`config.mk`:
```
export PLATFORM = sky130hd
export DESIGN_NAME = integer_to_radix_text_flat
export DESIGN_NICKNAME = d
export VERILOG_FILES = /design/src/rtl/itr_pkg.sv /design/src/rtl/itr_if.sv /design/src/rtl/integer_to_radix_text.sv /design/src/rtl/itr_datapath.sv /design/src/rtl/itr_controller.sv /design/src/flat_wrapper.sv
export VERILOG_INCLUDE_DIRS = /design/src /design/src/rtl
export SDC_FILE = /design/constraint.sdc
export NUM_CORES = 1
export LEC_CHECK = 0
export BUFFER_PORTS_ARGS = -buffer_cell sky130_fd_sc_hd__buf_2
export CORE_MARGIN = 3
export CORE_UTILIZATION = 30
export DETAILED_ROUTE_END_ITERATION = 10
export PLACE_DENSITY = 0.52
export SYNTH_ARGS = -nofsm -noshare
export SYNTH_HDL_FRONTEND = slang
export SYNTH_SLANG_ARGS = --single-unit
```
`constraint.sdc`:
```
create_clock -name clk -period 18.7 [get_ports clk]
set_clock_uncertainty 0.05 [all_clocks]
set_input_delay 0.935 -clock clk [delete_from_list [all_inputs] [get_ports clk]]
set_output_delay 0.935 -clock clk [all_outputs]
set_load 0.005 [all_outputs]
```
`src/rtl/integer_to_radix_text_macros.svh`:
```
// Assertion macros shared by the integer to radix text modules.
// Depends on signals named clk and rst in the module that uses them.
`ifndef INTEGER_TO_RADIX_TEXT_MACROS_SVH
`define INTEGER_TO_RADIX_TEXT_MACROS_SVH

// Checks a property on every clock edge outside reset.
`define ITR_ASSERT(label, prop, msg) \
  label: assert property (@(posedge clk) disable iff (rst) prop) else $error(msg);

// Checks a property on every clock edge, reset included.
`define ITR_ASSERT_ALWAYS(label, prop, msg) \
  label: assert property (@(posedge clk) prop) else $error(msg);

`endif

```
`src/rtl/itr_pkg.sv`:
```
// Types, constants and the digit encoding for the integer to radix text block.
// No dependencies.
package itr_pkg;

  localparam int VALUE_W        = 32;
  localparam int RADIX_W        = 6;
  localparam int CHAR_W         = 8;
  localparam int BITS_PER_CYCLE = 8;
  localparam int DIV_CYCLES     = VALUE_W / BITS_PER_CYCLE;
  localparam int MAX_DIGITS     = 32;
  localparam int IDX_W          = 5;
  localparam int PTR_W          = 6;

  localparam logic [RADIX_W-1:0] RADIX_RESET = 6'd10;
  localparam logic [RADIX_W-1:0] RADIX_MIN   = 6'd2;
  localparam logic [RADIX_W-1:0] RADIX_MAX   = 6'd36;
  localparam logic [RADIX_W-1:0] RADIX_TWO   = 6'd2;
  localparam logic [RADIX_W-1:0] RADIX_EIGHT = 6'd8;
  localparam logic [RADIX_W-1:0] RADIX_TEN   = 6'd10;
  localparam logic [RADIX_W-1:0] RADIX_HEX   = 6'd16;

  localparam logic [CHAR_W-1:0] CHAR_ZERO    = 8'h30;
  localparam logic [CHAR_W-1:0] CHAR_LOWER_A = 8'h61;
  localparam logic [CHAR_W-1:0] CHAR_UPPER_A = 8'h41;
  localparam logic [CHAR_W-1:0] CHAR_MINUS   = 8'h2D;

  typedef struct packed {
    logic load;
    logic div_step;
    logic push;
    logic pop;
    logic out_sign;
  } cmd_t;

  typedef struct packed {
    logic mag_zero;
    logic ptr_zero;
    logic neg_form;
  } status_t;

  function automatic logic [CHAR_W-1:0] digit_char(input logic [RADIX_W-1:0] d,
                                                   input logic upper);
    logic [CHAR_W-1:0] start;
    if (d > 6'd9) begin
      start = (upper ? CHAR_UPPER_A : CHAR_LOWER_A) - 8'd10;
    end else begin
      start = CHAR_ZERO;
    end
    return start + {{(CHAR_W-RADIX_W){1'b0}}, d};
  endfunction

endpackage

```
`src/rtl/itr_if.sv`:
```
// Channel interfaces for the integer to radix text block.
// Depends on itr_pkg for the field widths.
interface itr_num_if;
  logic                               valid;
  logic                               ready;
  logic signed [itr_pkg::VALUE_W-1:0] value;
  modport source (output valid, output value, input ready);
  modport sink (input valid, input value, output ready);
endinterface

interface itr_text_if;
  logic                        valid;
  logic                        ready;
  logic [itr_pkg::CHAR_W-1:0]  character;
  logic                        last;
  modport source (output valid, output character, output last, input ready);
  modport sink (input valid, input character, input last, output ready);
endinterface

interface itr_cfg_if;
  logic                        valid;
  logic                        ready;
  logic [itr_pkg::RADIX_W-1:0] radix;
  modport source (output valid, output radix, input ready);
  modport sink (input valid, input radix, output ready);
endinterface

```
`src/rtl/integer_to_radix_text.sv`:
```
// Top level of the integer to radix text block.
// Depends on itr_pkg, the channel interfaces, itr_controller and itr_datapath.
//
// Converts each signed 32-bit value into ASCII text in the base held by the radix
// register (2 to 36, values outside are clamped), most significant character first,
// with last set on the final character. Negative values in base 10 or 2 print a minus
// sign and the magnitude; in other bases the unsigned bit pattern is printed, with
// uppercase hex digits for negative values in base 16. One shared restoring divider
// retires eight quotient bits per cycle, and each digit is produced by division steps
// followed by one push onto the digit stack; the characters then leave at one per cycle
// while the receiver is ready. A new value is taken once the last character of the
// previous one has been transferred. Radix writes are always accepted.
module integer_to_radix_text (
  input  logic        clk,
  input  logic        rst,
  itr_num_if.sink     num,
  itr_text_if.source  text,
  itr_cfg_if.sink     cfg
);

  itr_pkg::cmd_t    cmd;
  itr_pkg::status_t sts;

  assign cfg.ready = 1'b1;

  itr_controller u_ctrl (
    .clk        (clk),
    .rst        (rst),
    .num_valid  (num.valid),
    .num_ready  (num.ready),
    .text_valid (text.valid),
    .text_ready (text.ready),
    .cmd        (cmd),
    .sts        (sts)
  );

  itr_datapath u_dp (
    .clk       (clk),
    .rst       (rst),
    .cfg_valid (cfg.valid),
    .cfg_radix (cfg.radix),
    .num_value (num.value),
    .cmd       (cmd),
    .sts       (sts),
    .out_char  (text.character),
    .out_last  (text.last)
  );

endmodule

```
`src/rtl/itr_datapath.sv`:
```
// Datapath: radix register, shared restoring divider, digit stack and output register.
// Depends on itr_pkg and the assertion macros header.
`include "integer_to_radix_text_macros.svh"

module itr_datapath (
  input  logic                               clk,
  input  logic                               rst,
  input  logic                               cfg_valid,
  input  logic [itr_pkg::RADIX_W-1:0]        cfg_radix,
  input  logic signed [itr_pkg::VALUE_W-1:0] num_value,
  input  itr_pkg::cmd_t                      cmd,
  output itr_pkg::status_t                   sts,
  output logic [itr_pkg::CHAR_W-1:0]         out_char,
  output logic                               out_last
);

  logic [itr_pkg::RADIX_W-1:0] radix;
  logic [itr_pkg::RADIX_W-1:0] eff_radix;
  logic [itr_pkg::RADIX_W-1:0] base;
  logic                        upper;
  logic                        neg_form;
  logic [itr_pkg::VALUE_W-1:0] mag;
  logic [itr_pkg::RADIX_W-1:0] rem;
  logic [itr_pkg::PTR_W-1:0]   ptr;
  logic [itr_pkg::CHAR_W-1:0]  stack [itr_pkg::MAX_DIGITS];

  logic [itr_pkg::VALUE_W-1:0] pattern;
  logic                        negative;
  logic                        neg_form_in;
  logic [itr_pkg::VALUE_W-1:0] mag_next;
  logic [itr_pkg::RADIX_W-1:0] rem_next;
  logic [itr_pkg::PTR_W-1:0]   ptr_dec;

  always_comb begin
    if (radix < itr_pkg::RADIX_MIN) begin
      eff_radix = itr_pkg::RADIX_MIN;
    end else if (radix > itr_pkg::RADIX_MAX) begin
      eff_radix = itr_pkg::RADIX_MAX;
    end else begin
      eff_radix = radix;
    end
  end

  assign pattern     = num_value;
  assign negative    = pattern[itr_pkg::VALUE_W-1];
  assign neg_form_in = negative &&
                       (eff_radix == itr_pkg::RADIX_TEN || eff_radix == itr_pkg::RADIX_TWO);
  assign ptr_dec     = ptr - 1'b1;

  // Restoring division, several quotient bits per cycle on a narrow remainder.
  always_comb begin
    logic [itr_pkg::RADIX_W:0] t;
    mag_next = mag;
    rem_next = rem;
    for (int i = 0; i < itr_pkg::BITS_PER_CYCLE; i++) begin
      t        = {rem_next, mag_next[itr_pkg::VALUE_W-1]};
      mag_next = {mag_next[itr_pkg::VALUE_W-2:0], 1'b0};
      if (t >= {1'b0, base}) begin
        t           = t - {1'b0, base};
        mag_next[0] = 1'b1;
      end
      rem_next = t[itr_pkg::RADIX_W-1:0];
    end
  end

  always_ff @(posedge clk) begin
    if (rst) begin
      radix <= itr_pkg::RADIX_RESET;
      ptr   <= '0;
    end else begin
      if (cfg_valid) begin
        radix <= cfg_radix;
      end
      if (cmd.load) begin
        ptr <= '0;
      end else if (cmd.push) begin
        ptr <= ptr + 1'b1;
      end else if (cmd.pop) begin
        ptr <= ptr_dec;
      end
    end
  end

  always_ff @(posedge clk) begin
    if (cmd.load) begin
      base     <= eff_radix;
      upper    <= negative && (eff_radix == itr_pkg::RADIX_HEX);
      neg_form <= neg_form_in;
      mag      <= neg_form_in ? (~pattern + 1'b1) : pattern;
      rem      <= '0;
    end else if (cmd.div_step) begin
      mag <= mag_next;
      rem <= rem_next;
    end else if (cmd.push) begin
      rem <= '0;
    end
    if (cmd.pop) begin
      out_char <= stack[ptr_dec[itr_pkg::IDX_W-1:0]];
      out_last <= (ptr == itr_pkg::PTR_W'(1));
    end else if (cmd.out_sign) begin
      out_char <= itr_pkg::CHAR_MINUS;
      out_last <= 1'b0;
    end
  end

  always_ff @(posedge clk) begin
    if (cmd.push) begin
      stack[ptr[itr_pkg::IDX_W-1:0]] <= itr_pkg::digit_char(rem, upper);
    end
  end

  assign sts.mag_zero = (mag == '0);
  assign sts.ptr_zero = (ptr == '0);
  assign sts.neg_form = neg_form;

  `ITR_ASSERT(a_ptr_range, (ptr <= itr_pkg::PTR_W'(itr_pkg::MAX_DIGITS)), "digit stack overflow")
  `ITR_ASSERT(a_pop_nonempty, (cmd.pop |-> ptr != '0), "pop from empty digit stack")
  `ITR_ASSERT(a_push_room, (cmd.push |-> ptr < itr_pkg::PTR_W'(itr_pkg::MAX_DIGITS)), "push to full stack")

endmodule

```
`src/rtl/itr_controller.sv`:
```
// Controller state machine: sequences division, digit pushes and character output.
// Depends on itr_pkg and the assertion macros header.
`include "integer_to_radix_text_macros.svh"

module itr_controller (
  input  logic             clk,
  input  logic             rst,
  input  logic             num_valid,
  output logic             num_ready,
  output logic             text_valid,
  input  logic             text_ready,
  output itr_pkg::cmd_t    cmd,
  input  itr_pkg::status_t sts
);

  typedef enum logic [1:0] {
    ST_IDLE,
    ST_DIV,
    ST_PUSH,
    ST_OUT
  } state_t;

  localparam int STEP_W = $clog2(itr_pkg::DIV_CYCLES);

  state_t            state;
  logic [STEP_W-1:0] step;
  logic              ovalid;
  logic              sign_pending;
  logic              fire_in;
  logic              can_load;

  assign num_ready  = (state == ST_IDLE);
  assign text_valid = ovalid;
  assign fire_in    = num_valid && num_ready;
  assign can_load   = !ovalid || text_ready;

  always_comb begin
    cmd          = '0;
    cmd.load     = fire_in;
    cmd.div_step = (state == ST_DIV);
    cmd.push     = (state == ST_PUSH);
    if (state == ST_OUT && can_load) begin
      if (sign_pending) begin
        cmd.out_sign = 1'b1;
      end else if (!sts.ptr_zero) begin
        cmd.pop = 1'b1;
      end
    end
  end

  always_ff @(posedge clk) begin
    if (rst) begin
      state        <= ST_IDLE;
      step         <= '0;
      ovalid       <= 1'b0;
      sign_pending <= 1'b0;
    end else begin
      unique case (state)
        ST_IDLE: begin
          if (fire_in) begin
            state <= ST_DIV;
            step  <= '0;
          end
        end
        ST_DIV: begin
          step <= step + 1'b1;
          if (step == STEP_W'(itr_pkg::DIV_CYCLES - 1)) begin
            state <= ST_PUSH;
          end
        end
        ST_PUSH: begin
          if (sts.mag_zero) begin
            state        <= ST_OUT;
            sign_pending <= sts.neg_form;
          end else begin
            state <= ST_DIV;
            step  <= '0;
          end
        end
        ST_OUT: begin
          if (can_load) begin
            if (sign_pending) begin
              ovalid       <= 1'b1;
              sign_pending <= 1'b0;
            end else if (!sts.ptr_zero) begin
              ovalid <= 1'b1;
            end else begin
              ovalid <= 1'b0;
              state  <= ST_IDLE;
            end
          end
        end
        default: begin
          state <= ST_IDLE;
        end
      endcase
    end
  end

  `ITR_ASSERT(a_no_output_in_div, ((state == ST_DIV || state == ST_PUSH) |-> !ovalid), "output during division")
  `ITR_ASSERT(a_done_goes_out, ((state == ST_PUSH && sts.mag_zero) |=> state == ST_OUT), "missed output phase")
  `ITR_ASSERT_ALWAYS(a_reset_idle, ($past(rst) |-> state == ST_IDLE && !ovalid), "not idle after reset")

endmodule
```
`src/flat_wrapper.sv`:
```
// flat-port wrapper written by rule: the top's interface ports become plain ports
module integer_to_radix_text_flat 
  (clk, rst, num_valid, num_value, num_ready, text_valid, text_character, text_last, text_ready, cfg_valid, cfg_radix, cfg_ready);
  itr_num_if num_i ();
  itr_text_if text_i ();
  itr_cfg_if cfg_i ();
  input  logic clk;
  input  logic rst;
  input wire logic [$bits(num_i.valid)-1:0] num_valid;
  input wire logic [$bits(num_i.value)-1:0] num_value;
  output wire logic [$bits(num_i.ready)-1:0] num_ready;
  output wire logic [$bits(text_i.valid)-1:0] text_valid;
  output wire logic [$bits(text_i.character)-1:0] text_character;
  output wire logic [$bits(text_i.last)-1:0] text_last;
  input wire logic [$bits(text_i.ready)-1:0] text_ready;
  input wire logic [$bits(cfg_i.valid)-1:0] cfg_valid;
  input wire logic [$bits(cfg_i.radix)-1:0] cfg_radix;
  output wire logic [$bits(cfg_i.ready)-1:0] cfg_ready;
  assign num_i.valid = num_valid;
  assign num_i.value = num_value;
  assign num_ready = num_i.ready;
  assign text_valid = text_i.valid;
  assign text_character = text_i.character;
  assign text_last = text_i.last;
  assign text_i.ready = text_ready;
  assign cfg_i.valid = cfg_valid;
  assign cfg_i.radix = cfg_radix;
  assign cfg_ready = cfg_i.ready;
  integer_to_radix_text u_core (.clk(clk), .rst(rst), .num(num_i), .text(text_i), .cfg(cfg_i));
endmodule
```
# Word level (Yosys, flattened, before mapping)
# Memories as Yosys holds them, arrays and structs flattened.
# Cells that the tools add are included.
# W data, S select, Z words.
[op_classes] n_reduce_logical=21 muxes=52 eq_ne=15 add_sub_neg=14 bitwise=1 magnitude_cmp=11
[ops] op="$mux W32" n=3
[ops] op="$mux W6" n=15
[ops] op="$ge A7 B6 Y1" n=8
[ops] op="$sub A6 B6 Y6" n=8
[ops] op="$add A32 B1 Y32 const B" n=1
[ops] op="$logic_not A32 Y1" n=1
[ops] op="$mux W8" n=4
[ops] op="$not A32 Y32" n=1
[ops] op="$mux W1" n=18
[ops] op="$mux W2" n=9
[ops] op="$ne A2 B2 Y1 const B" n=6
[ops] op="$reduce_bool A2 Y1" n=5
[ops] op="$add A8 B6 Y8" n=1
[ops] op="$pmux W2 S4" n=1
[ops] op="$sub A7 B4 Y8 const B" n=1
[ops] op="$add A6 B1 Y6 const B" n=1
[ops] op="$eq A2 B2 Y1 const B" n=3
[ops] op="$eq A6 B1 Y1 const B" n=1
[ops] op="$eq A6 B2 Y1 const B" n=1
[ops] op="$eq A6 B4 Y1 const B" n=1
[ops] op="$eq A6 B5 Y1 const B" n=1
[ops] op="$gt A6 B4 Y1 const B" n=1
[ops] op="$gt A6 B6 Y1 const B" n=1
[ops] op="$logic_not A6 Y1" n=1
[ops] op="16 further kinds" n=21
[totals] register_bits=73 out_inout_bits=12 elab_cells=128 input_bits=43 mem_bits_rw=256 mem_count=1
[memory_table] name="u_core.u_dp.stack" words=32 word_bits=8 rd=1 rd_clocked_by_memory_dff=0 write_ports=1 line_no="itr_datapath.sv:25" text="logic [itr_pkg::CHAR_W-1:0] stack [itr_pkg::MAX_DIGITS];"

# Depth between registers and ports, before layout
# Gate-level depths: netlist of run 1.
[logic_depth] word_depth=18 mapped_depth=77 mapped_depth_nobuf=74

# Hierarchy
# Synthesis of run 1 repeated with hierarchy kept, for this count alone.
[hier_totals] hier_cells=1162 hier_area_um2=16527.1
[by_module_without_submodules] module="itr_datapath" area_each_um2=16158.0 cells_each=1121 n_inst=1 seq_area_each_um2=9519.1
[by_module_without_submodules] module="itr_controller" area_each_um2=357.8 cells_each=39 n_inst=1 seq_area_each_um2=120.1
[by_module_without_submodules] module="integer_to_radix_text" area_each_um2=11.3 cells_each=2 n_inst=1 seq_area_each_um2=0.0

# Worst setup path after synthesis of run 1
# No wires, ideal clock.
[synth_timing] path_type="register to register" startpoint="reg u_core.u_dp.base[1] (netlist name)" endpoint="reg u_core.u_dp.mag[0] (netlist name) (data pin)" path_slack_ps=2416 path_buffers=3 t_arrival_ps=15964 path_stages_with_launch=70 setup_ps=270 synth_period_minus_slack_ps=16284 t_required_ps=18380 cell_sequence="edfxtp_1 > inv_1 > ha_1 > a211oi_2 > o21ai_1 > mux2_2 > ha_1 > o21a_1 > o21a_1 > o22ai_1 > o311ai_4 > clkbuf_1 > o21ai_0 > inv_1 > ha_1 > nor2b_1 > o31a_1 > o311ai_1 > [... 34 more ...] > o21ai_0 > nand2b_1 > a21o_1 > a21o_1 > and2_1 > or3_1 > a2111oi_0 > a311oi_2 > ha_1 > nor2b_1 > o21ai_0 > nand2b_1 > a21o_1 > a21o_1 > a2111oi_0 > o31ai_2 > nor2_1 > a21oi_1"
[synth_between] elab_chain_cells=18 elab_cells_between_ends=25 cone_classes="add/sub: 7; order compare: 8; mux: 10"
[synth_rtl] item="start, declared" line_no="itr_datapath.sv:19" text="logic [itr_pkg::RADIX_W-1:0] base;"
[synth_rtl] item="start signal, assigned" line_no="itr_datapath.sv:86" text="base <= eff_radix;"
[synth_rtl] item="$sub A6 B6 Y6 / $ge A7 B6 Y1 (equally long branches)" line_no="itr_datapath.sv:59, itr_datapath.sv:58"
[synth_rtl] item="$mux W6" line_no="itr_datapath.sv:58" text="if (t >= {1'b0, base}) begin"
[synth_rtl] item="$sub A6 B6 Y6 / $ge A7 B6 Y1 (equally long branches)" line_no="itr_datapath.sv:59, itr_datapath.sv:58"
[synth_rtl] item="$mux W6" line_no="itr_datapath.sv:58"
[synth_rtl] item="$sub A6 B6 Y6 / $ge A7 B6 Y1 (equally long branches)" line_no="itr_datapath.sv:59, itr_datapath.sv:58"
[synth_rtl] item="$mux W6" line_no="itr_datapath.sv:58"
[synth_rtl] item="$sub A6 B6 Y6 / $ge A7 B6 Y1 (equally long branches)" line_no="itr_datapath.sv:59, itr_datapath.sv:58"
[synth_rtl] item="$mux W6" line_no="itr_datapath.sv:58"
[synth_rtl] item="[... 2 more ...]"
[synth_rtl] item="$ge A7 B6 Y1 / $sub A6 B6 Y6 (equally long branches)" line_no="itr_datapath.sv:58, itr_datapath.sv:59"
[synth_rtl] item="$mux W6" line_no="itr_datapath.sv:58"
[synth_rtl] item="$sub A6 B6 Y6 / $ge A7 B6 Y1 (equally long branches)" line_no="itr_datapath.sv:59, itr_datapath.sv:58"
[synth_rtl] item="$mux W6" line_no="itr_datapath.sv:58"
[synth_rtl] item="$ge A7 B6 Y1 (*)" line_no="itr_datapath.sv:58"
[synth_rtl] item="$mux W1 (*)" line_no="itr_datapath.sv:58"
[synth_rtl] item="$mux W32 (*)" line_no="itr_datapath.sv:91" text="end else if (cmd.div_step) begin"
[synth_rtl] item="$mux W32 (*)" line_no="itr_datapath.sv:85" text="if (cmd.load) begin"
[synth_rtl] item="end signal, assigned" line_no="itr_datapath.sv:89" text="mag <= neg_form_in ? (~pattern + 1'b1) : pattern;"
[synth_rtl] item="end signal, assigned" line_no="itr_datapath.sv:92" text="mag <= mag_next;"
[synth_rtl] item="end, declared" line_no="itr_datapath.sv:22" text="logic [itr_pkg::VALUE_W-1:0] mag;"
# Mark *: on every way between the ends. The rest lies on a longest branch, timed or not. The select of a mux whose other input is x is not followed.
# A chain may end at the register's enable or synchronous reset.

# Worst setup path after layout of run 1
[layout_timing] startpoint="reg u_core.u_dp.base[4] (netlist name)" endpoint="reg u_core.u_dp.rem[4] (netlist name)"
[layout_between] elab_chain_cells=17 elab_cells_between_ends=25 cone_classes="add/sub: 8; order compare: 8; mux: 9"
[layout_rtl] item="$sub A6 B6 Y6 / $ge A7 B6 Y1 (equally long branches)" line_no="itr_datapath.sv:59, itr_datapath.sv:58"
[layout_rtl] item="$mux W6" line_no="itr_datapath.sv:58"
[layout_rtl] item="$sub A6 B6 Y6 / $ge A7 B6 Y1 (equally long branches)" line_no="itr_datapath.sv:59, itr_datapath.sv:58"
[layout_rtl] item="$mux W6" line_no="itr_datapath.sv:58"
[layout_rtl] item="$ge A7 B6 Y1 / $sub A6 B6 Y6 (equally long branches)" line_no="itr_datapath.sv:58, itr_datapath.sv:59"
[layout_rtl] item="$mux W6" line_no="itr_datapath.sv:58"
[layout_rtl] item="$sub A6 B6 Y6 / $ge A7 B6 Y1 (equally long branches)" line_no="itr_datapath.sv:59, itr_datapath.sv:58"
[layout_rtl] item="$mux W6" line_no="itr_datapath.sv:58"
[layout_rtl] item="$sub A6 B6 Y6 / $ge A7 B6 Y1 (equally long branches)" line_no="itr_datapath.sv:59, itr_datapath.sv:58"
[layout_rtl] item="$mux W6" line_no="itr_datapath.sv:58"
[layout_rtl] item="$sub A6 B6 Y6 / $ge A7 B6 Y1 (equally long branches)" line_no="itr_datapath.sv:59, itr_datapath.sv:58"
[layout_rtl] item="$mux W6" line_no="itr_datapath.sv:58"
[layout_rtl] item="$ge A7 B6 Y1 / $sub A6 B6 Y6 (equally long branches)" line_no="itr_datapath.sv:58, itr_datapath.sv:59"
[layout_rtl] item="$mux W6" line_no="itr_datapath.sv:58"
[layout_rtl] item="$sub A6 B6 Y6 / $ge A7 B6 Y1 (equally long branches)" line_no="itr_datapath.sv:59, itr_datapath.sv:58"
[layout_rtl] item="$mux W6 (*)" line_no="itr_datapath.sv:58"
[layout_rtl] item="$mux W6 (*)" line_no="itr_datapath.sv:91"
[layout_rtl] item="end signal, assigned" line_no="itr_datapath.sv:93" text="rem <= rem_next;"
[layout_rtl] item="end, declared" line_no="itr_datapath.sv:23" text="logic [itr_pkg::RADIX_W-1:0] rem;"
# Mark *: on every way between the ends. The rest lies on a longest branch, timed or not.

==> flow_summary.yaml, run 1 <==
worst_setup_path:
  reg2reg_from: "u_core.u_dp.base[4]"
  rrSetupSlack_ns: 1.32
  cpLargestDelayFamily: "compound AO/OA/AOI/OAI gates"
  setup.worst_path.start: "u_core.u_dp.base[4]"
  slowest_stage: "a2111o_4"
  end_kind: "register"
  critPathBufInv: 5
  critical_path.max_stage_delay_ns: 0.61
  crit_path_start_kind: "register"
  required_ns: 19.08
  r2r_end: "u_core.u_dp.rem[4]"
  cpMostUsedCell: "ha_1"
  crit_fanout: 16
  cp_num_cells: 69
  criticalPathCategory: "reg -> reg"
  arrival_ns: 17.76
  critPathCapture: "u_core.u_dp.rem[4]"
  rr_worst_depth: 69
synth:
  ys_ff_latch: 329
  synth_area_per_cell_um2: 13.83
  ys_seq_area_share_pct: 57.49
  synth_fp_nets: 1328
  netlist_area_mm2: 0.01677
  ys_async_sr_fraction_pct: 0
  synth_top_family_by_area: "multiplexers"
  synth_top_area_share_pct: 54.63
  synth-edff-count: 305
  synthMuxAreaShare_pct: 13.23
  synth_top_cell_by_area: "edfxtp_1"
  yosys.cell_types.count: 82
  synth-compound-area-share_pct: 9.075
  yosys_warnings: 0
  syn_inst: 1212
  synth-xor-area-share_pct: 3.187
  synth_simple_gate_area_share_pct: 8.858
  synth.area.top_cells: "edfxtp_1 (55%), mux4_2 (11%), ha_1 (4.8%)"
  synth_top_flop_cell: "edfxtp_1"
  yosys.area_share.adder_pct: 5.851
floorplan:
  die_w_um: 242.4
  num_rows: 86
  fp.coreArea_mm2: 0.05520
  die-area_mm2: 0.05876
  io_pins: 55
  die-height_um: 242.4
  start_util_pct: 30.37
finish:
  fill_cells: 5324
  final_cell_mix: "edfxtp_1 (305), nor2_1 (105), nand2_1 (87), mux4_2 (80), ha_1 (63)"
  final_nets: 1397
  final_common_cell: "edfxtp_1"
  diodes: 0
  area_growth_pct: 13.96
  drive_gt1_share_pct: 18.91
hold_path:
  hp-class: "reg -> reg"
timing:
  min_period_ns: 17.38
  max_freq_mhz: 57.52
  post-route-period-util_pct: 92.97
  worstMarginPinSlew_ns: 1.165
  max_slew_margin_pct: 22.14
  setup_violations: 0
  hold_viol: 0
  final-max-slew-violation-count: 0
  fin_ws_ns: 1.315
global_route:
  grtUsageMet1_pct: 19.30
  grt_pass1_vias: 10455
  grt_start_max_net_pins: 62
  busiest_layer: "met2"
  grt_pass1_wl_mm: 63.45
  use_met3_pct: 2.424
  grt-ovfl-total: 0
  met2_usage_pct: 22.51
  track_usage_pct: 13.86
  antenna_found_initial: 0
drt:
  num_vias: 10325
  drtIter0Drc: 825
  wl_per_cell_um: 20.01
  wirelength_mm: 41.10
  ant_nets: 0
  drc: 0
  routed_via_density: 5.027
  firstDrtPassIters: 5
status:
  status: "complete, no violations"
cts:
  clock-root-buffer: "clkbuf_16"
  post_cts_buffers: 0
  ctsHtreeMaxLevel: 2
  clkTransAtPathRegs_ns: 0.06
  cts_sinks: 329
  cts_buffers: 36
  clockBufferDepth: 3
  cts_tree: "done"
  clkLatencyLatePin_ns: 0.51
placed_design:
  dp_hpwl_mm: 28.19
  place.gp.congestion: 0.8559
  portBuffers: 53
  pre_cts_slack_ns: 1.051
run:
  drv_cap: 0
==> worst min path at each step <==
stage	depth (start not counted)	startpoint	slack (ns)	endpoint
floorplan	2	u_core.u_ctrl.step[0]	0.40	u_core.u_ctrl.step[0]
global placement	2	u_core.u_ctrl.text_valid	0.41	u_core.u_ctrl.text_valid
detailed placement	2	u_core.u_ctrl.text_valid	0.42	u_core.u_ctrl.text_valid
CTS	2	u_core.u_ctrl.text_valid	0.43	u_core.u_ctrl.text_valid
global route	2	u_core.u_ctrl.text_valid	0.45	u_core.u_ctrl.text_valid
finish	2	u_core.u_ctrl.text_valid	0.43	u_core.u_ctrl.text_valid
==> Yosys cell counts, types with 3 or more instances <==
library cell,number
a2111oi_0,4
a211o_1,3
a211oi_1,6
a211oi_2,3
a21o_1,15
a21oi_1,51
a221oi_1,3
a311oi_1,3
a31oi_1,5
and2_1,4
and3_1,8
and4_1,3
buf_1,5
clkbuf_1,36
dfxtp_1,24
edfxtp_1,305
fa_1,9
ha_1,64
inv_1,56
mux2_2,9
mux2i_1,26
mux4_2,80
nand2_1,88
nand2b_1,12
nand3_1,11
nand3b_1,6
nand4_1,7
nor2_1,105
nor2b_1,18
nor3_1,20
nor4_1,16
o211ai_1,11
o21a_1,12
o21ai_0,55
o31a_1,4
o31ai_1,5
or3_1,4
or4_1,3
xnor2_1,41
xor2_1,20
==> tightest hold or removal path, delay by kind of cell, from the launching register on <==
| family | cells | cell delay, ns |
|---|---|---|
| flip-flops | 1 | 0.31 |
| AO/OA/AOI/OAI | 1 | 0.06 |
| AND/OR/NAND/NOR | 1 | 0.05 |
==> metal layers <==
metal	up-vias	wire (um)	part of all wire [%]
met5	-	0	0
met4	0	904	2.2
met3	61	2241	5.5
met2	282	19490	47
met1	5158	18470	45
li1	4824	-	-
==> repair_timing <==
action,4_1_cts,5_1_grt
hold buffers,0,0
resized for setup,0,7
endpoints found under the setup margin,0,7
hold endpoints to repair,0,0
==> final cells by class <==
| cell class | instances | area (um^2) | share of cell area [%] |
|---|---|---|---|
| multi-input cells | 784 | 6819 | 35.69 |
| inverters | 56 | 210.2 | 1.100 |
| well taps | 748 | 935.9 | 4.899 |
| repair buffers | 74 | 420.4 | 2.200 |
| flip-flops and latches | 329 | 9643 | 50.47 |
| clock inverters | 17 | 128.9 | 0.6745 |
| clock buffers | 46 | 948.4 | 4.964 |
==> flip-flops by register name (all words and copies together), names as in the netlist <==
signal and cells:
u_core.u_dp.upper 1, u_core.u_dp.stack 256, u_core.u_dp.mag 32, u_core.u_ctrl.step 2
u_core.u_dp.out_last 1, u_core.u_dp.rem 6, u_core.u_dp.radix 6, u_core.u_dp.ptr 6
u_core.u_ctrl.text_valid 1, u_core.u_dp.base 6, u_core.u_dp.neg_form 1, u_core.u_ctrl.state 2
u_core.u_ctrl.sign_pending 1, u_core.u_dp.out_char 8
==> stage by stage <==
step	cells	area [um^2]	hold WS [ns]	TNS (ns)	util [%]
6_report	2054	19110	0.4263	0	34.61
5_1_grt	2054	19110	0.4519	-0.5103	34.61
4_1_cts	2053	19080	0.4256	0	34.57
3_5_place_dp	1990	18010	0.4162	0	32.62
3_3_place_gp	1990	18010	0.4053	0	32.62
2_1_floorplan	1212	16770	0.3984	0	-
==> cells by family (layout without fill, tap and decap cells) <==
group           Yosys count  count (layout)
xor+xnor                 61              61
mux                     119             119
buf+inv                  99             193
other cells               1               1
fa+ha+maj                73              73
simple gates            314             314
compound gates          216             216
flops                   329             329
Power of run 1 is left out: the tool's default activity adds up to more than one toggle a clock period on the data nets, which glitch-free logic cannot reach.
==> run 2, diff against run 1 <==
--- a/config.mk
+++ b/config.mk
@@ -11,6 +11,7 @@
 export CORE_UTILIZATION = 30
 export DETAILED_ROUTE_END_ITERATION = 10
 export PLACE_DENSITY = 0.52
+export RECOVER_POWER = 25
 export SYNTH_ARGS = -nofsm -noshare
 export SYNTH_HDL_FRONTEND = slang
 export SYNTH_SLANG_ARGS = --single-unit
==> constraint.sdc (replaced) <==
create_clock -name clk -period 18.7 [get_ports clk]
set_clock_uncertainty 0.05 [all_clocks]
set_input_delay 0 -clock clk [delete_from_list [all_inputs] [get_ports clk]]
set_output_delay 0 -clock clk [all_outputs]
set_load 0.005 [all_outputs]
==> flow_summary.yaml, run 2 (same netlist as run 1, synthesis figures left out) <==
status:
  status: "finished with violations"
  violations: "max-capacitance violations, max-slew violations"
placed_design:
  dp_cells: 1990
  dp_hpwl_mm: 28.19
  place.gp.congestion: 0.8559
  portBuffers: 53
global_route:
  grt-ovfl-total: 0
  antenna_found_initial: 0
  grt_pass1_vias: 10755
  grt_pass1_wl_mm: 64.49
  track_usage_pct: 14.05
  grt_start_max_net_pins: 62
worst_setup_path:
  end_kind: "register"
  required_ns: 18.89
  criticalPathCategory: "reg -> reg"
  slowest_stage: "a2111o_4"
  crit_path_start_kind: "register"
  critical_path.max_stage_delay_ns: 0.61
  cpLargestDelayFamily: "compound AO/OA/AOI/OAI gates"
  crit_fanout: 16
  arrival_ns: 17.58
  critPathBufInv: 5
  cpMostUsedCell: "ha_1"
cts:
  ctsHtreeMaxLevel: 2
  clkTransAtPathRegs_ns: 0.06
  clkLatencyLatePin_ns: 0.53
  cts_tree: "done"
  clockBufferDepth: 3
  clock-root-buffer: "clkbuf_16"
  cts_buffers: 36
  cts_sinks: 329
drt:
  ant_nets: 0
  wirelength_mm: 41.71
  routed_via_density: 5.014
  num_vias: 10560
  drtIter0Drc: 814
  drc: 0
  firstDrtPassIters: 5
  wl_per_cell_um: 19.81
timing:
  setup_violations: 0
  hold_viol: 0
  hold_slack_ns: 0.06498
  final-max-slew-violation-count: 104
  worstMarginPinSlew_ns: 3.349
  post-route-period-util_pct: 92.99
  max_freq_mhz: 57.50
  min_period_ns: 17.39
  max_slew_margin_pct: -123.3
floorplan:
  fp.coreArea_mm2: 0.05520
  io_pins: 55
  num_rows: 86
  die-height_um: 242.4
  start_util_pct: 30.37
  die_w_um: 242.4
  die-area_mm2: 0.05876
finish:
  final_cell_count_no_fill: 2106
  diodes: 0
  largest_reg_flops: 256
  final_nets: 1449
  post-route-util_pct: 35.50
  drive_gt1_share_pct: 17.23
  final_common_cell: "edfxtp_1"
  final_cell_mix: "edfxtp_1 (305), nor2_1 (105), nand2_1 (87), mux4_2 (80), ha_1 (63)"
  area_growth_pct: 16.89
hold_path:
  hp-class: "in -> reg"
run:
  drv_cap: 4
run 2: per-layer routing:
layer	up-vias	track usage, %	wire length (um)
met4	0	3.501	898
met5	-	0	0
li1	4926	-	-
met3	61	2.435	2063
met2	290	23.05	19940
met1	5283	19.40	18810
run 2: final timing paths:
kind	endpoint	from	slack, ns	cells past startpoint
worst max-delay path	u_core.u_dp.mag[0]	u_core.u_dp.base[4]	1.31	69
worst min register to register	u_core.u_ctrl.step[0]	u_core.u_ctrl.step[0]	0.45	2
worst min-delay path	u_core.u_ctrl.step[0]	num_valid	0.06	5
worst max register to register	u_core.u_dp.mag[0]	u_core.u_dp.base[4]	1.31	69
run 2: worst min-delay path, stage by stage:
cell      delay (ns)
buf_2           0.13
nor2b_1         0.19
nor2_1          0.08
nand4b_1        0.10
a21oi_1         0.07
run 2: per-stage QoR:
stage	worst slack [ns]	cell area, um^2	setup TNS, ns
floorplan	2.416	16770	0
global placement	1.588	18010	0
detailed placement	1.051	18010	0
CTS	0.9807	19600	0
global route	-0.1217	19600	-0.5006
finish	1.310	19600	0
run 2: area by class of cell:
cell class | instances | area (um^2)
fillers | 5284 | 35600
repair buffers | 126 | 912.1
clock buffers | 46 | 948.4
well taps | 748 | 935.9
clock inverters | 17 | 128.9
flip-flops and latches | 329 | 9643
inverters | 56 | 210.2
multi-input cells | 784 | 6819
run 2: what timing repair did:
action,in CTS,in global routing
hold endpoints to repair,51,0
hold buffers,52,0
buffers inserted,0,0
endpoints found under the setup margin,0,7
resized for setup,0,7
Power of run 2 is left out for the same reason.
==> run 3, diff against run 2 <==
--- a/config.mk
+++ b/config.mk
@@ -14,4 +14,5 @@
 export RECOVER_POWER = 25
 export SYNTH_ARGS = -nofsm -noshare
 export SYNTH_HDL_FRONTEND = slang
+export SYNTH_HIERARCHICAL = 1
 export SYNTH_SLANG_ARGS = --single-unit
==> flow_summary.yaml, run 3 <==
drt:
  wirelength_mm: 39.60
  num_vias: 10037
  drtIter0Drc: 606
  wl_per_cell_um: 19.79
  ant_nets: 0
  firstDrtPassIters: 5
  drc: 0
  routed_via_density: 5.016
synth:
  synth_top_cell_by_area: "edfxtp_1"
  synth.most_common_cell: "edfxtp_1"
  ys_async_sr_fraction_pct: 0
  syn_inst: 1162
  netlist_top_cells_count: "edfxtp_1 (305), nor2_1 (101), mux4_2 (80)"
  ys_seq_area_share_pct: 58.32
  yosys_warnings: 6
  synth.area.top_cells: "edfxtp_1 (55%), mux4_2 (11%), ha_1 (4.5%)"
  ys_ff_latch: 329
  synth_top_flop_cell: "edfxtp_1"
  synth_top_area_share_pct: 55.42
  synth_area_per_cell_um2: 14.22
  netlist_area_mm2: 0.01653
  synth-edff-count: 305
  synth_fp_nets: 1274
  yosys.cell_types.count: 81
worst_setup_path:
  cpMostUsedCell: "o21ai_0"
  end_kind: "register"
  critical_path.max_stage_delay_ns: 0.53
  criticalPathCategory: "reg -> reg"
  required_ns: 19.06
  rr_worst_depth: 77
  arrival_ns: 17.83
  reg2reg_from: "u_core/u_dp/base[4]"
  slowest_stage: "or3_1"
  rrSetupSlack_ns: 1.23
  cpLargestDelayFamily: "compound AO/OA/AOI/OAI gates"
  crit_fanout: 12
  critPathBufInv: 8
  r2r_end: "u_core/u_dp/rem[1]"
  crit_path_start_kind: "register"
global_route:
  grt_pass1_vias: 10207
  grt-ovfl-total: 0
  grt_pass1_wl_mm: 61.41
  antenna_found_initial: 0
  track_usage_pct: 13.79
  grt_start_max_net_pins: 58
cts:
  cts_tree: "done"
  cts_sinks: 329
  clkTransAtPathRegs_ns: 0.06
  clock-root-buffer: "clkbuf_16"
  cts_buffers: 35
  clkLatencyLatePin_ns: 0.53
  ctsHtreeMaxLevel: 2
  clockBufferDepth: 3
finish:
  drive_gt1_share_pct: 18.70
  fill_cells: 5152
  final_common_cell: "edfxtp_1"
  area_growth_pct: 16.98
  diodes: 0
  final_cell_mix: "edfxtp_1 (305), nor2_1 (99), mux4_2 (80), a21oi_1 (68), ha_1 (60)"
  largest_reg_flops: 256
  final_nets: 1391
floorplan:
  die-area_mm2: 0.05794
  io_pins: 55
  die-height_um: 240.7
  num_rows: 85
  start_util_pct: 30.53
  die_w_um: 240.7
  fp.coreArea_mm2: 0.05413
timing:
  min_period_ns: 17.47
  worstMarginPinSlew_ns: 2.344
  final-max-slew-violation-count: 227
  hold_viol: 0
  post-route-period-util_pct: 93.41
  max_freq_mhz: 57.25
  setup_violations: 0
  hold_slack_ns: 0.08174
  max_slew_margin_pct: -56.47
placed_design:
  place.gp.congestion: 0.8299
  portBuffers: 53
  dp_hpwl_mm: 26.71
hold_path:
  hp-class: "in -> reg"
  hold_end: "u_core/u_dp/mag[3]"
  hold_path_startpoint: "num_value[1]"
  hold_path_depth: 5
status:
  violations: "max-capacitance violations, max-slew violations"
  status: "finished with violations"
run:
  drv_cap: 6
## run 3: logic make-up after synthesis
logic type / share of synthesized area (%)
DFF: 58.32
and+or+nand+nor: 8.275
AOI/OAI and AO/OA: 8.237
muxes: 13.48
buffers and inverters: 2.430
adders and majority gates: 5.633
xor gates and xnor gates: 3.604
other: 0.02269
## run 3: worst max-delay path by stage
| stage | startpoint | endpoint | depth (start not counted) |
|---|---|---|---|
| finish | u_core/u_dp/base[4] | u_core/u_dp/rem[1] | 77 |
| global route | u_core/u_dp/base[2] | u_core/u_dp/rem[1] | 76 |
| CTS | u_core/u_dp/base[1] | u_core/u_dp/rem[1] | 76 |
| detailed placement | u_core/u_dp/base[1] | u_core/u_dp/rem[1] | 76 |
| global placement | u_core/u_dp/base[1] | u_core/u_dp/rem[1] | 76 |
| floorplan | u_core/u_dp/base[1] | u_core/u_dp/rem[0] | 78 |
## run 3: final cells by class
class / instances / area (um^2) / share of cell area (%)
timing repair buffer: 125 / 908.4 / 4.698
clock inverter: 21 / 236.5 / 1.223
sequential: 329 / 9639 / 49.86
clock buffer: 42 / 912.1 / 4.718
tap: 696 / 870.8 / 4.504
multi-input combinational: 736 / 6564 / 33.95
inverter: 52 / 202.7 / 1.048
## run 3: through the flow
step                      cell area [um^2]  setup WS (ns)  instances  setup TNS (ns)  utilization (%)
final                                19330          1.232       2001               0            35.71
after global routing                 19330      -0.005029       2001       -0.005029            35.71
after CTS                            19290         0.8613       1995               0            35.64
after detailed placement             17640         0.9039       1881               0            32.58
after global placement               17640          1.399       1881               0            32.58
after floorplan                      16530          2.795       1162               0                -
## run 3: metal layers
metal  GRT usage, %  vias to the layer above  part of all wire [%]
met4          2.714                        0                   1.7
met5              0                        -                     0
met3          2.000                       45                   4.2
met2          22.64                      207                    48
li1               -                     4718                     -
met1          19.64                     5067                    47
## run 3: what timing repair did
item | in CTS | in global routing
buffers inserted | 0 | 6
resized for setup | 0 | 11
hold buffers | 51 | 0
endpoints found under the hold margin | 50 | 0
setup endpoints to repair | 0 | 7
## run 3: worst register-to-register path: cells and delay by family, from the launching register on
family | cells | cell delay (ns)
flip-flops | 1 | 0.35
buffers and inverters | 8 | 0.78
multiplexers | 4 | 1.39
adder cells (fa/ha/maj) | 8 | 2.28
AND/OR/NAND/NOR | 16 | 2.96
AO/OA/AOI/OAI | 41 | 9.54
Power of run 3 is left out for the same reason.
